==> src/design/alr_pkg.sv <==
// Shared types and constants for the audio loop recorder.
// No dependencies; imported by alr_dp, alr_ctrl, the top level and the testbench.
`default_nettype none
package alr_pkg;

  // Sample format
  localparam int SMP_W = 24;

  // Item opcodes (carried in tuser)
  localparam logic [2:0] OP_FRAME = 3'd0;
  localparam logic [2:0] OP_REC   = 3'd1;
  localparam logic [2:0] OP_PLAY  = 3'd2;
  localparam logic [2:0] OP_ODUB  = 3'd3;
  localparam logic [2:0] OP_UNDO  = 3'd4;
  localparam logic [2:0] OP_CLEAR = 3'd5;

  // Looper modes
  localparam logic [2:0] MODE_EMPTY = 3'd0;
  localparam logic [2:0] MODE_REC   = 3'd1;
  localparam logic [2:0] MODE_PLAY  = 3'd2;
  localparam logic [2:0] MODE_STOP  = 3'd3;
  localparam logic [2:0] MODE_ODUB  = 3'd4;

  // Fade and loop limits
  localparam int FADE_DIV = 4;
  localparam int MIN_LOOP = 2;

  // Output sample source
  localparam logic [1:0] OSEL_ZERO   = 2'd0;
  localparam logic [1:0] OSEL_SAMPLE = 2'd1;
  localparam logic [1:0] OSEL_MIX    = 2'd2;

  // Loop store write data source
  localparam logic [1:0] WSEL_SAMPLE = 2'd0;
  localparam logic [1:0] WSEL_MIX    = 2'd1;
  localparam logic [1:0] WSEL_QUO    = 2'd2;
  localparam logic [1:0] WSEL_UNDO   = 2'd3;

  // Status fields that travel with each result
  typedef struct packed {
    logic [2:0]  mode;
    logic [16:0] loop_length;
    logic [2:0]  undo_available;
  } alr_info_t;

  // Controller to datapath commands
  typedef struct packed {
    logic      load_in;
    logic      mix_load;
    logic      div_start;
    logic      out_load;
    logic      loop_we;
    logic [1:0] loop_wsel;
    logic      undo_we;
    logic [1:0] out_sel;
    alr_info_t info;
  } alr_cmd_t;

  // Datapath to controller status
  typedef struct packed {
    logic div_done;
    logic out_busy;
  } alr_stat_t;

endpackage
`default_nettype wire

==> src/design/alr_ctrl.sv <==
// Looper controller: mode state, positions, undo ring and the sequencer
// that drives frames, fades and snapshot copies. Depends on alr_pkg.
`default_nettype none
module alr_ctrl
  import alr_pkg::*;
#(
  parameter int LOOP_DEPTH   = 65536,
  parameter int UNDO_SLOTS   = 4,
  parameter int FADE_SAMPLES = 64
) (
  input  wire logic                                    clk,
  input  wire logic                                    rst_n,
  input  wire logic                                    in_tvalid,
  output      logic                                    in_tready,
  input  wire logic [2:0]                              in_tuser,
  input  wire logic                                    cfg_wen,
  input  wire logic [16:0]                             cfg_wdata,
  output      alr_cmd_t                                cmd,
  input  wire alr_stat_t                               stat,
  output      logic [$clog2(LOOP_DEPTH)-1:0]           loop_raddr,
  output      logic [$clog2(LOOP_DEPTH)-1:0]           loop_waddr,
  output      logic [$clog2(UNDO_SLOTS*LOOP_DEPTH)-1:0] undo_raddr,
  output      logic [$clog2(UNDO_SLOTS*LOOP_DEPTH)-1:0] undo_waddr,
  output      logic [((FADE_SAMPLES > 1) ? $clog2(FADE_SAMPLES) : 1)-1:0] fade_mult,
  output      logic [$clog2(FADE_SAMPLES+1)-1:0]       fade_div
);

  localparam int AW  = $clog2(LOOP_DEPTH);
  localparam int LW  = $clog2(LOOP_DEPTH + 1);
  localparam int UAW = $clog2(UNDO_SLOTS * LOOP_DEPTH);
  localparam int SW  = (UNDO_SLOTS > 1) ? $clog2(UNDO_SLOTS) : 1;
  localparam int NW  = $clog2(UNDO_SLOTS + 1);
  localparam int IW  = (FADE_SAMPLES > 1) ? $clog2(FADE_SAMPLES) : 1;
  localparam int FW  = $clog2(FADE_SAMPLES + 1);
  localparam int LCW = ((LW > 17) ? LW : 17) + 1;
  localparam int CW  = ((LW > FW) ? LW : FW) + 1;

  // Sequencer states
  localparam logic [3:0] S_IDLE  = 4'd0;
  localparam logic [3:0] S_EXEC  = 4'd1;
  localparam logic [3:0] S_PMIX  = 4'd2;
  localparam logic [3:0] S_PWB   = 4'd3;
  localparam logic [3:0] S_FINIT = 4'd4;
  localparam logic [3:0] S_FRD   = 4'd5;
  localparam logic [3:0] S_FST   = 4'd6;
  localparam logic [3:0] S_FWAIT = 4'd7;
  localparam logic [3:0] S_FWR   = 4'd8;
  localparam logic [3:0] S_COPY  = 4'd9;
  localparam logic [3:0] S_OUT   = 4'd10;

  logic [3:0]     state_r, state_nxt;
  logic [2:0]     op_r, op_nxt;
  logic [2:0]     mode_r, mode_nxt;
  logic [LW-1:0]  rec_r, rec_nxt;
  logic [AW-1:0]  pp_r, pp_nxt;
  logic [LW-1:0]  len_r, len_nxt;
  logic [SW-1:0]  slot_r, slot_nxt;
  logic [NW-1:0]  cnt_r, cnt_nxt;
  logic [16:0]    max_r;
  logic [1:0]     osel_r, osel_nxt;
  logic [FW-1:0]  fcnt_r, fcnt_nxt;
  logic [IW-1:0]  fi_r, fi_nxt;
  logic           side_r, side_nxt;
  logic [AW-1:0]  idx_r, idx_nxt;
  logic [LW-1:0]  k_r, k_nxt;
  logic [LW-1:0]  n_r, n_nxt;
  logic           pend_r, pend_nxt;
  logic [AW-1:0]  paddr_r, paddr_nxt;
  logic [UAW-1:0] base_r, base_nxt;
  logic           dir_r, dir_nxt;

  logic [LCW-1:0] lim_wide;
  logic [LW-1:0]  limit;
  logic [LW-1:0]  copy_n;
  logic [LW-1:0]  q4;
  logic [LW-1:0]  pp_ext;
  logic [AW-1:0]  pp_eff;
  logic [LW-1:0]  pp_inc;
  logic [SW-1:0]  slot_prev, slot_next, use_slot;
  logic [LW-1:0]  tail_idx;
  logic           accept;

  assign accept    = in_tvalid & in_tready;
  assign in_tready = (state_r == S_IDLE);

  // Effective loop limit, clamped to one .. store depth
  always_comb begin
    lim_wide = LCW'(max_r);
    if (max_r == 17'd0) begin
      lim_wide = LCW'(1);
    end else if (lim_wide > LCW'(LOOP_DEPTH)) begin
      lim_wide = LCW'(LOOP_DEPTH);
    end
  end
  assign limit  = LW'(lim_wide);
  assign copy_n = (len_r < limit) ? len_r : limit;

  assign q4        = len_r >> 2;
  assign pp_ext    = LW'(pp_r);
  assign pp_eff    = (pp_ext >= len_r) ? '0 : pp_r;
  assign pp_inc    = LW'(pp_r) + 1'b1;
  assign slot_prev = (slot_r == '0) ? SW'(UNDO_SLOTS - 1) : slot_r - 1'b1;
  assign slot_next = (slot_r == SW'(UNDO_SLOTS - 1)) ? '0 : slot_r + 1'b1;
  assign use_slot  = (op_r == OP_UNDO) ? slot_prev : slot_r;
  assign tail_idx  = len_r - 1'b1 - LW'(fi_r);

  assign fade_mult = fi_r;
  assign fade_div  = fcnt_r;

  // Sequencer and looper state update
  always_comb begin
    state_nxt = state_r;
    op_nxt    = op_r;
    mode_nxt  = mode_r;
    rec_nxt   = rec_r;
    pp_nxt    = pp_r;
    len_nxt   = len_r;
    slot_nxt  = slot_r;
    cnt_nxt   = cnt_r;
    osel_nxt  = osel_r;
    fcnt_nxt  = fcnt_r;
    fi_nxt    = fi_r;
    side_nxt  = side_r;
    idx_nxt   = idx_r;
    k_nxt     = k_r;
    n_nxt     = n_r;
    pend_nxt  = pend_r;
    paddr_nxt = paddr_r;
    base_nxt  = base_r;
    dir_nxt   = dir_r;

    cmd            = '0;
    cmd.loop_wsel  = WSEL_SAMPLE;
    cmd.out_sel    = osel_r;
    cmd.info.mode           = mode_r;
    cmd.info.loop_length    = 17'(len_r);
    cmd.info.undo_available = 3'(cnt_r);
    loop_raddr = idx_r;
    loop_waddr = idx_r;
    undo_raddr = base_r + UAW'(k_r[AW-1:0]);
    undo_waddr = base_r + UAW'(paddr_r);

    case (state_r)
      S_IDLE: begin
        if (accept) begin
          cmd.load_in = 1'b1;
          op_nxt      = in_tuser;
          state_nxt   = S_EXEC;
        end
      end

      S_EXEC: begin
        osel_nxt  = (op_r == OP_FRAME) ? OSEL_SAMPLE : OSEL_ZERO;
        state_nxt = S_OUT;
        k_nxt     = '0;
        pend_nxt  = 1'b0;
        n_nxt     = copy_n;
        base_nxt  = UAW'(use_slot) * UAW'(LOOP_DEPTH);
        case (op_r)
          OP_FRAME: begin
            if (mode_r == MODE_REC) begin
              if (rec_r < limit) begin
                // Store the frame and advance
                cmd.loop_we   = 1'b1;
                cmd.loop_wsel = WSEL_SAMPLE;
                loop_waddr    = rec_r[AW-1:0];
                rec_nxt       = rec_r + 1'b1;
              end else begin
                // Full: close at the limit, drop this frame
                len_nxt   = limit;
                pp_nxt    = '0;
                mode_nxt  = MODE_PLAY;
                state_nxt = S_FINIT;
              end
            end else if ((mode_r == MODE_PLAY || mode_r == MODE_ODUB) && len_r != '0) begin
              loop_raddr = pp_eff;
              pp_nxt     = pp_eff;
              state_nxt  = S_PMIX;
            end
          end
          OP_REC: begin
            if (mode_r == MODE_EMPTY) begin
              rec_nxt  = '0;
              pp_nxt   = '0;
              len_nxt  = '0;
              mode_nxt = MODE_REC;
            end else if (mode_r == MODE_REC) begin
              if (rec_r < LW'(MIN_LOOP)) begin
                rec_nxt  = '0;
                len_nxt  = '0;
                mode_nxt = MODE_EMPTY;
              end else begin
                len_nxt   = rec_r;
                pp_nxt    = '0;
                mode_nxt  = MODE_PLAY;
                state_nxt = S_FINIT;
              end
            end
          end
          OP_PLAY: begin
            if (mode_r == MODE_PLAY || mode_r == MODE_ODUB) begin
              mode_nxt = MODE_STOP;
            end else if (mode_r == MODE_STOP && len_r != '0) begin
              mode_nxt = MODE_PLAY;
            end
          end
          OP_ODUB: begin
            if (mode_r == MODE_PLAY) begin
              // Snapshot into the current slot
              dir_nxt   = 1'b0;
              slot_nxt  = slot_next;
              if (cnt_r != NW'(UNDO_SLOTS)) begin
                cnt_nxt = cnt_r + 1'b1;
              end
              mode_nxt  = MODE_ODUB;
              state_nxt = S_COPY;
            end else if (mode_r == MODE_ODUB) begin
              mode_nxt = MODE_PLAY;
            end
          end
          OP_UNDO: begin
            if (cnt_r != '0 && len_r != '0) begin
              // Restore from the previous slot
              dir_nxt   = 1'b1;
              slot_nxt  = slot_prev;
              cnt_nxt   = cnt_r - 1'b1;
              if (mode_r == MODE_ODUB) begin
                mode_nxt = MODE_PLAY;
              end
              state_nxt = S_COPY;
            end
          end
          OP_CLEAR: begin
            mode_nxt = MODE_EMPTY;
            rec_nxt  = '0;
            pp_nxt   = '0;
            len_nxt  = '0;
            slot_nxt = '0;
            cnt_nxt  = '0;
          end
          default: begin
          end
        endcase
      end

      S_PMIX: begin
        cmd.mix_load = 1'b1;
        state_nxt    = S_PWB;
      end

      S_PWB: begin
        // Write back the overdub mix and advance the play position
        if (mode_r == MODE_ODUB) begin
          cmd.loop_we   = 1'b1;
          cmd.loop_wsel = WSEL_MIX;
        end
        loop_waddr = pp_r;
        pp_nxt     = (pp_inc >= len_r) ? '0 : pp_inc[AW-1:0];
        osel_nxt   = OSEL_MIX;
        state_nxt  = S_OUT;
      end

      S_FINIT: begin
        if (len_r < LW'(FADE_DIV)) begin
          state_nxt = S_OUT;
        end else begin
          fcnt_nxt  = (CW'(q4) > CW'(FADE_SAMPLES)) ? FW'(FADE_SAMPLES) : FW'(q4);
          fi_nxt    = '0;
          side_nxt  = 1'b0;
          idx_nxt   = '0;
          state_nxt = S_FRD;
        end
      end

      S_FRD: begin
        loop_raddr = idx_r;
        state_nxt  = S_FST;
      end

      S_FST: begin
        cmd.div_start = 1'b1;
        state_nxt     = S_FWAIT;
      end

      S_FWAIT: begin
        if (stat.div_done) begin
          state_nxt = S_FWR;
        end
      end

      S_FWR: begin
        // Write the scaled entry, then move to its mirror, to the next pair or to the result
        cmd.loop_we   = 1'b1;
        cmd.loop_wsel = WSEL_QUO;
        loop_waddr    = idx_r;
        if (!side_r) begin
          side_nxt  = 1'b1;
          idx_nxt   = tail_idx[AW-1:0];
          state_nxt = S_FRD;
        end else if (FW'(fi_r) + FW'(1) == fcnt_r) begin
          state_nxt = S_OUT;
        end else begin
          fi_nxt    = fi_r + 1'b1;
          side_nxt  = 1'b0;
          idx_nxt   = AW'(fi_r) + 1'b1;
          state_nxt = S_FRD;
        end
      end

      S_COPY: begin
        // Stream one entry a cycle between the stores
        if (pend_r) begin
          if (dir_r) begin
            cmd.loop_we   = 1'b1;
            cmd.loop_wsel = WSEL_UNDO;
            loop_waddr    = paddr_r;
          end else begin
            cmd.undo_we = 1'b1;
          end
        end
        loop_raddr = k_r[AW-1:0];
        if (k_r < n_r) begin
          pend_nxt  = 1'b1;
          paddr_nxt = k_r[AW-1:0];
          k_nxt     = k_r + 1'b1;
        end else begin
          pend_nxt = 1'b0;
          if (!pend_r) begin
            state_nxt = S_OUT;
          end
        end
      end

      S_OUT: begin
        if (!stat.out_busy) begin
          cmd.out_load = 1'b1;
          state_nxt    = S_IDLE;
        end
      end

      default: begin
        state_nxt = S_IDLE;
      end
    endcase
  end

  always_ff @(posedge clk) begin
    if (!rst_n) begin
      state_r <= S_IDLE;
      mode_r  <= MODE_EMPTY;
      rec_r   <= '0;
      pp_r    <= '0;
      len_r   <= '0;
      slot_r  <= '0;
      cnt_r   <= '0;
      max_r   <= 17'd65536;
    end else begin
      state_r <= state_nxt;
      mode_r  <= mode_nxt;
      rec_r   <= rec_nxt;
      pp_r    <= pp_nxt;
      len_r   <= len_nxt;
      slot_r  <= slot_nxt;
      cnt_r   <= cnt_nxt;
      if (cfg_wen) begin
        max_r <= cfg_wdata;
      end
    end
    op_r    <= op_nxt;
    osel_r  <= osel_nxt;
    fcnt_r  <= fcnt_nxt;
    fi_r    <= fi_nxt;
    side_r  <= side_nxt;
    idx_r   <= idx_nxt;
    k_r     <= k_nxt;
    n_r     <= n_nxt;
    pend_r  <= pend_nxt;
    paddr_r <= paddr_nxt;
    base_r  <= base_nxt;
    dir_r   <= dir_nxt;
  end

endmodule
`default_nettype wire

==> config.mk <==
export PLATFORM = sky130hd
export DESIGN_NAME = alr_ctrl
export DESIGN_NICKNAME = d
export VERILOG_FILES = /design/src/design/alr_pkg.sv /design/src/design/alr_ctrl.sv
export SDC_FILE = /design/constraint.sdc
export NUM_CORES = 1
export LEC_CHECK = 0
export ABC_AREA = 1
export BUFFER_PORTS_ARGS = -buffer_cell sky130_fd_sc_hd__buf_2
export CORE_MARGIN = 4
export CORE_UTILIZATION = 35
export DETAILED_ROUTE_END_ITERATION = 6
export SLEW_MARGIN = 25
export SYNTH_ARGS = -nofsm -noshare
export SYNTH_HDL_FRONTEND = slang
export SYNTH_SLANG_ARGS = --single-unit
==> constraint.sdc <==
create_clock -name clk -period 4.6 [get_ports clk]
set_clock_uncertainty 0.2 [all_clocks]
set_input_delay 0.46 -clock clk [delete_from_list [all_inputs] [get_ports clk]]
set_output_delay 0.46 -clock clk [all_outputs]
set_load 0.03 [all_outputs]
==> results.cfg, run 1 <==
[status]
status = finished clean

[final_layout]
syn2layout_area_growth_pct = 13.0
final_common_cell = nand2_1
final_util = 0.403
fin_nets = 1937
drive_gt1_frac = 0.139
final_cell_mix = nand2_1 (332), nor2_1 (204), inv_1 (177), a21oi_1 (177), buf_2 (140)
diodes = 0

[logic_synthesis]
synth_compound_gate_area_share = 0.171
yosysWarnings = 0
synth_top_flop_cell = edfxtp_1
synth_xor_area_frac = 0.0176
ys_seq_area_frac = 0.342
synthMuxAreaShare = 0
synth_cells = 1717
synth.net_count = 1838
async_flop_share = 0
synthAdderAreaFrac = 0.0969
synth_top_family_by_area = simple AND/OR/NAND/NOR gates
syn_area_um2 = 12400
synth_edf_count = 89
synth-simple-area-share = 0.278
ys_ff_latch = 168
avgSynthCellArea_um2 = 7.23
synth_cell_type_count = 58

[clocking]
cts_buffer_depth = 2
root_buffer = clkbuf_16
cts_made_buffers = 17
clk_pin_slew_ns = 0.08
cts_sinks = 168
h-tree-depth = 4
cts_tree = built
cts_resized = 0
insertion_delay_ns = 0.46

[drt]
drt_iter0_drc = 1172
avgRoutedWirePerCell_um = 19.8
ant_nets = 0
drtPass1Iterations = 6
via_count = 12600
drc = 0
avgViaCountPerCell = 5.50
wl_mm = 45.3

[worst_setup_path]
r2r-end = pp_r[15]$_SDFFE_PN0P_
crit_path_start = max_r[14]$_SDFFE_PN0P_
path_class = reg -> out
cp_data_required_time_ns = 3.94
critPathLaunchType = flip-flop
r2r_start = pp_r[1]$_SDFFE_PN0P_
r2r_cells = 20
critical_path.max_fanout = 33
r2r_setup_slack_ns = 0.83
endpoint = loop_waddr[15]
endpoint_kind = output port
cp.arrival_ns = 3.60

[sta]
whs_ns = 0.0276
min_period_ns = 4.26
timing.final.crit_share = 0.926
setup_violations = 0
tightestPinTransition_ns = 0.819
final-hold-violation-count = 0
slew_headroom = 0.454
fmax_mhz = 235
finalMaxSlewViolations = 0
finalSetupTns_ns = 0
rsz0062_at_grt = false

[floorplan]
die_x_um = 196
dieArea_um2 = 38600
start_util = 0.357
rows = 68
die_h_um = 196
coreArea_um2 = 34800
num_io_pins = 141

[pwr]
power.density_nw_per_um2 = 819
leakage_nw = 6.43
ir_drop_v = 0.000526

[worst_hold_path]
hold_class = in -> reg

[global_routing]
grt_pass1_vias = 11600
grt_max_degree = 67
grt.overflow.total = 0
grt_pass1_wl_mm = 68.8
antenna_found_initial = 1
track_usage = 0.228

[place]
finalWeightedCongestion = 0.919
dp_hpwl_mm = 34.7
io_buffer_count = 140

[run]
cap_violations = 0
-- per-layer routing --
metal	global-route usage	vias to the layer above	part of all wire	routed length, µm
li1	-	6048	-	-
met4	0.0851	0	0.036	1650
met5	0	-	0	0
met2	0.368	484	0.46	20800
met1	0.311	5966	0.44	19900
met3	0.0362	63	0.065	2950
-- through the flow --
stage | power (mW) | instances | instance area, µm² | setup slack [ns]
floorplan | 7.75 | 1717 | 12400 | 1.20
global placement | 9.85 | 2249 | 13400 | 0.878
detailed placement | 9.91 | 2249 | 13400 | 0.845
CTS | 11.4 | 2284 | 14000 | 0.341
global route | 12.3 | 2284 | 14000 | 0.0642
finish | 11.5 | 2284 | 14000 | 0.342
-- synthesized netlist by cell type, drive strengths merged, types with 11 or more instances --
| master | instances | area [µm²] |
|---|---|---|
| a21oi | 177 | 886 |
| nand2 | 338 | 1290 |
| buf | 40 | 274 |
| nor3 | 40 | 262 |
| edfxtp | 89 | 2670 |
| dfxtp | 79 | 1580 |
| nor2 | 218 | 901 |
| ha | 93 | 1160 |
| o221ai | 11 | 96.3 |
| nand3 | 94 | 493 |
| o21ai | 143 | 734 |
| clkbuf | 39 | 146 |
| nand4 | 47 | 300 |
| a31oi | 13 | 81.3 |
| inv | 195 | 732 |
| xor2 | 23 | 201 |
-- critical path: stages (launching register included) --
cell and delay (ns):
dfxtp_1 0.34, nor2_1 0.11, nand2_1 0.06, nor2_1 0.12
nand2_1 0.11, nand2_4 0.17, nand2_1 0.18, ha_1 0.32
nand2_1 0.06, nor2_1 0.15, and2_1 0.17, nand2_1 0.08
nor3_2 0.13, nand2_2 0.09, nand4_2 0.06, buf_4 0.34
a21oi_1 0.11, o21ai_0 0.11, nand4_1 0.19, buf_2 0.24
-- registers in the layout (all words and copies together), names as in the netlist, 2 cells and up --
register and count:
mode_r 3, n_r 17, pp_r 16, rec_r 17, slot_r 2, fade_div 7, base_r 2, len_r 17
state_r 4, cnt_r 3, idx_r 16, max_r 17, k_r 17, op_r 3, osel_r 2, paddr_r 16
fade_mult 6
-- repair_timing --
item	in CTS	in global routing
hold buffers	3	0
endpoints found under the hold margin	3	0
endpoints found under the setup margin	0	0
setup buffers	0	0
-- worst min path at each step --
| stage | start | to | slack [ns] | depth (start not counted) |
|---|---|---|---|---|
| after floorplan | max_r[0]$_SDFFE_PN0P_ | max_r[0]$_SDFFE_PN0P_ | 0.25 | 2 |
| after global placement | max_r[0]$_SDFFE_PN0P_ | max_r[0]$_SDFFE_PN0P_ | 0.29 | 2 |
| after detailed placement | max_r[0]$_SDFFE_PN0P_ | max_r[0]$_SDFFE_PN0P_ | 0.29 | 2 |
| after CTS | cfg_wdata[13] | max_r[13]$_SDFFE_PN0P_ | 0.01 | 3 |
| after global routing | cfg_wdata[7] | max_r[7]$_SDFFE_PN0P_ | 0.03 | 3 |
| final | cfg_wdata[9] | max_r[9]$_SDFFE_PN0P_ | 0.03 | 3 |
-- cells by family (layout without fill, tap and decap cells) --
logic type | count (synthesis) | after routing
adder cells (fa/ha/maj) | 95 | 95
AO/OA/AOI/OAI | 387 | 387
buffers and inverters | 276 | 388
XOR/XNOR | 25 | 25
flip-flops | 168 | 168
AND/OR/NAND/NOR | 766 | 766
-- report_power, final --
group	internal, mW	switching, mW
registers	2.23	0.769
clock network	0.787	0.705
logic	2.04	4.96
-- layout make-up --
cell class / instances / area, µm²
inverters: 197 / 739
well taps: 455 / 569
multi-input cells: 1273 / 7030
clock buffers: 18 / 439
repair buffers: 159 / 851
flip-flops and latches: 168 / 4250
clock inverters: 14 / 156
fillers: 3616 / 20800
Power figures use the tool's default switching activity.
==> run 2, diff against run 1 <==
--- a/config.mk
+++ b/config.mk
@@ -7,9 +7,14 @@
 export LEC_CHECK = 0
 export ABC_AREA = 1
 export BUFFER_PORTS_ARGS = -buffer_cell sky130_fd_sc_hd__buf_2
+export CELL_PAD_IN_SITES_DETAIL_PLACEMENT = 0
+export CELL_PAD_IN_SITES_GLOBAL_PLACEMENT = 2
+export CORE_ASPECT_RATIO = 1.75
 export CORE_MARGIN = 4
 export CORE_UTILIZATION = 35
 export DETAILED_ROUTE_END_ITERATION = 6
+export HOLD_SLACK_MARGIN = 0.03
+export PLACE_DENSITY_LB_ADDON = 0.1
 export SLEW_MARGIN = 25
 export SYNTH_ARGS = -nofsm -noshare
 export SYNTH_HDL_FRONTEND = slang
==> results.cfg, run 2 (synthesized netlist as in run 1, its figures left out) <==
[sta]
min_period_ns = 4.31
finalSetupTns_ns = 0
rsz0062_at_grt = false
setup_violations = 0
whs_ns = 0.0876
tightestPinTransition_ns = 1.02
final-hold-violation-count = 0
layout_setup_ws_ns = 0.290
slew_headroom = 0.318
timing.final.crit_share = 0.937
finalMaxSlewViolations = 0
fmax_mhz = 232

[floorplan]
die_x_um = 150
start_util = 0.353
rows = 91
num_io_pins = 141
die_h_um = 257
dieArea_um2 = 38700
coreArea_um2 = 35200

[status]
status = finished clean

[final_layout]
fin_nets = 1969
syn2layout_area_growth_pct = 15.5
fillCellCount = 3705
final_common_cell = nand2_1
diodes = 0
drive_gt1_frac = 0.147
final_util = 0.408
final_cell_mix = nand2_1 (332), nor2_1 (202), inv_1 (177), a21oi_1 (177), buf_2 (140)
design_area_um2 = 14300
finalNonFillerCells = 2326

[place]
finalWeightedCongestion = 0.892
io_buffer_count = 140
placed_cells = 2275
pre_cts_ws_ns = 0.461
dp_hpwl_mm = 39.6
dpl-instance-area_um2 = 13500

[worst_hold_path]
hold_class = in -> reg
hold_start = cfg_wdata[0]
holdPathEnd = max_r[0]$_SDFFE_PN0P_
min_path_cells = 3

[worst_setup_path]
r2r_start = pp_r[1]$_SDFFE_PN0P_
worst_path_largest_cell_delay_ns = 0.33
endpoint_kind = output port
r2r-end = pp_r[15]$_SDFFE_PN0P_
crit_top_cell = nand2_1
r2r_setup_slack_ns = 0.65
path_class = reg -> out
cp.arrival_ns = 3.65
r2r_cells = 21
cp_data_required_time_ns = 3.94
worstPathCellList = nor2_1, nand2_1, nor2_1, nand2_1, nand2_4, nand2_1, ha_1, nand2_1, nor2_1, and2_1, nand2_1, nor2_2, nor2_2, nand4_4, buf_8, a21oi_1, o21ai_0, nand4_1, buf_2
critical_path.max_fanout = 25
critPathLaunchType = flip-flop
critPathSlowestCell = ha_1

[pwr]
ir_drop_v = 0.000439
finalPower_mw = 11.7
power.density_nw_per_um2 = 816
leakage_nw = 6.55

[clocking]
cts_made_buffers = 17
h-tree-depth = 4
insertion_delay_ns = 0.45
cts_sinks = 168
root_buffer = clkbuf_16
cts_buffer_depth = 2
cts_tree = built
clk_pin_slew_ns = 0.07

[drt]
drc = 0
avgViaCountPerCell = 5.29
avgRoutedWirePerCell_um = 21.1
via_count = 12300
wl_mm = 49.1
drtPass1Iterations = 5
ant_nets = 0
drt_iter0_drc = 720

[run]
cap_violations = 0

[global_routing]
grt_max_degree = 66
grt_pass1_vias = 12200
grt.overflow.total = 0
track_usage = 0.256
antenna_found_initial = 0
grt_pass1_wl_mm = 74.0
-- run 2: how the worst max path moves through the flow --
stage                     startpoint       endpoint  slack [ns]  cells after the start
2_1_floorplan  max_r[2]$_SDFFE_PN0P_  loop_waddr[0]        1.20                     19
3_3_place_gp   max_r[2]$_SDFFE_PN0P_  loop_waddr[5]        0.48                     19
3_5_place_dp   max_r[2]$_SDFFE_PN0P_  loop_waddr[5]        0.46                     19
4_1_cts        max_r[2]$_SDFFE_PN0P_  loop_waddr[5]        0.03                     19
5_1_grt        max_r[2]$_SDFFE_PN0P_  loop_waddr[5]        0.01                     19
6_report       max_r[2]$_SDFFE_PN0P_  loop_waddr[7]        0.29                     19
-- run 2: report_power, final --
part,switching [mW],total (mW),internal (mW)
clock network,0.671,1.49,0.823
registers,0.717,2.95,2.24
logic,5.13,7.26,2.13
total,6.52,11.7,5.19
-- run 2: worst max-delay path: cells and delay by family (launching register included) --
family,cells,cell delay [ns]
compound gates,2,0.26
fa+ha+maj,1,0.33
buf+inv,2,0.44
flops,1,0.32
simple gates,14,1.85
-- run 2: area by class of cell --
type / instances / area (µm²) / share of cell area
Clock inverter: 12 / 143 / 0.00995
Sequential cell: 168 / 4250 / 0.297
Clock buffer: 20 / 447 / 0.0311
Inverter: 197 / 739 / 0.0516
Multi-Input combinational cell: 1273 / 7040 / 0.491
Tap cell: 465 / 582 / 0.0406
Timing Repair Buffer: 191 / 1140 / 0.0794
-- run 2: per-layer routing --
metal,GRT usage,vias to the layer above,part of all wire
met4,0.116,0,0.047
met1,0.283,5750,0.38
met2,0.477,337,0.54
met5,0,-,0
met3,0.0303,107,0.036
li1,-,6109,-
-- run 2: repair_timing --
item / in CTS / in global routing
pin swaps: 0 / 0
setup buffers: 0 / 0
setup endpoints to repair: 5 / 13
endpoints found under the hold margin: 19 / 0
hold buffers: 19 / 0
resized for setup: 1 / 4
==> run 3, diff against run 2 <==
--- a/config.mk
+++ b/config.mk
@@ -7,14 +7,15 @@
 export LEC_CHECK = 0
 export ABC_AREA = 1
 export BUFFER_PORTS_ARGS = -buffer_cell sky130_fd_sc_hd__buf_2
-export CELL_PAD_IN_SITES_DETAIL_PLACEMENT = 0
+export CELL_PAD_IN_SITES_DETAIL_PLACEMENT = 2
 export CELL_PAD_IN_SITES_GLOBAL_PLACEMENT = 2
 export CORE_ASPECT_RATIO = 1.75
 export CORE_MARGIN = 4
-export CORE_UTILIZATION = 35
+export CORE_UTILIZATION = 37
 export DETAILED_ROUTE_END_ITERATION = 6
 export HOLD_SLACK_MARGIN = 0.03
 export PLACE_DENSITY_LB_ADDON = 0.1
+export SKIP_CTS_REPAIR_TIMING = 1
 export SLEW_MARGIN = 25
 export SYNTH_ARGS = -nofsm -noshare
 export SYNTH_HDL_FRONTEND = slang
==> results.cfg, run 3 (synthesized netlist as in run 1, its figures left out) <==
[status]
status = finished clean

[global_routing]
grt_max_degree = 67
grt_pass1_wl_mm = 82.9
grt.overflow.total = 0
grt_pass1_vias = 14000
antenna_found_initial = 0
track_usage = 0.293

[sta]
finalSetupTns_ns = 0
finalMaxSlewViolations = 0
tightestPinTransition_ns = 0.870
slew_headroom = 0.418
final-hold-violation-count = 0
whs_ns = 0.0211
setup_violations = 0
timing.final.crit_share = 0.955
min_period_ns = 4.39
layout_setup_ws_ns = 0.206
fmax_mhz = 228

[final_layout]
design_area_um2 = 14100
drive_gt1_frac = 0.145
syn2layout_area_growth_pct = 13.4
final_cell_mix = nand2_1 (332), nor2_1 (204), inv_1 (177), a21oi_1 (177), buf_2 (140)
final_common_cell = nand2_1
diodes = 0
fin_nets = 1952
fillCellCount = 3961

[worst_setup_path]
critPathSlowestCell = dfxtp_1
worst_path_largest_cell_delay_ns = 0.33
endpoint_kind = output port
path_class = reg -> out
worstPathCellList = nor2_1, nand2_1, nor2_1, nand2_1, nand2_4, buf_12, nand2_1, ha_1, a21oi_1, o21a_1, nor2_1, nor2_1, nand4_2, buf_12, a21oi_1, o21ai_0, nand4_1, buf_2
cp.arrival_ns = 3.73
crit_top_cell = nor2_1
cp_data_required_time_ns = 3.94
critPathLaunchType = flip-flop
critical_path.max_fanout = 33

[pwr]
swShare = 0.573
clkPwrFrac = 0.122
internal_power_mw = 5.12
power.density_nw_per_um2 = 850
finalPower_mw = 12.0
sequentialPowerShare = 0.251
p_comb_frac = 0.627
switchingPower_mw = 6.86
leakage_nw = 6.50
ir_drop_v = 0.000447

[clocking]
cts_buffer_depth = 2
clk_pin_slew_ns = 0.07
root_buffer = clkbuf_16
cts_made_buffers = 17
cts_tree = built
cts_sinks = 168
h-tree-depth = 4
insertion_delay_ns = 0.46

[place]
io_buffer_count = 140
finalWeightedCongestion = 0.920
pre_cts_ws_ns = 0.511
dpl-instance-area_um2 = 13400
dp_hpwl_mm = 43.2

[floorplan]
die_h_um = 250
die_x_um = 147
rows = 88
coreArea_um2 = 33000
num_io_pins = 141
start_util = 0.376
dieArea_um2 = 36700

[drt]
drtPass1Iterations = 5
drt_iter0_drc = 593
wl_mm = 54.2
via_count = 13000
ant_nets = 0
avgRoutedWirePerCell_um = 24.1
drc = 0
avgViaCountPerCell = 5.77

[worst_hold_path]
hold_class = in -> reg

[run]
cap_violations = 0
run 3: final timing paths:
path                              start                      to  slack (ns)  depth (start not counted)
setup / recovery  max_r[2]$_SDFFE_PN0P_           loop_waddr[2]        0.21                         18
hold reg to reg   max_r[0]$_SDFFE_PN0P_   max_r[0]$_SDFFE_PN0P_        0.30                          2
hold / removal            cfg_wdata[11]  max_r[11]$_SDFFE_PN0P_        0.02                          3
setup reg to reg  max_r[2]$_SDFFE_PN0P_  rec_r[16]$_SDFFE_PN0P_        0.54                         18
run 3: through the flow:
step                      utilization  cells
final                           0.427   2249
after global routing            0.427   2249
after CTS                       0.423   2240
after detailed placement        0.406   2208
after global placement          0.406   2208
after floorplan                     -   1717
run 3: worst max-delay path: cells and delay by family (launching register included):
kind	cells	cell delay (ns)
AO/OA/AOI/OAI	4	0.70
adder cells (fa/ha/maj)	1	0.33
buffers and inverters	3	0.56
flip-flops	1	0.33
AND/OR/NAND/NOR	10	1.34
run 3: cell type report:
type / instances / area [µm²] / area share
clock buffer: 18 / 429 / 0.0305
clock inverter: 14 / 138 / 0.00977
inverter: 197 / 739 / 0.0525
multi-input combinational: 1273 / 7030 / 0.499
sequential: 168 / 4250 / 0.302
tap: 405 / 507 / 0.0360
timing repair buffer: 174 / 998 / 0.0709
run 3: layer usage:
metal / share of wire / track usage / vias up
met2: 0.55 / 0.572 / 262
met3: 0.022 / 0.0310 / 105
met1: 0.38 / 0.313 / 6541
li1: - / - / 6062
met4: 0.046 / 0.129 / 0
met5: 0 / 0 / -
run 3: power groups by stage:
stage / clock network [mW] / logic [mW] / registers [mW]
2_1_floorplan: 0 / 4.90 / 2.85
3_3_place_gp: 0 / 7.17 / 2.99
3_5_place_dp: 0 / 7.44 / 3.02
4_1_cts: 1.49 / 7.50 / 2.99
5_1_grt: 1.55 / 8.21 / 3.06
6_report: 1.46 / 7.51 / 3.00
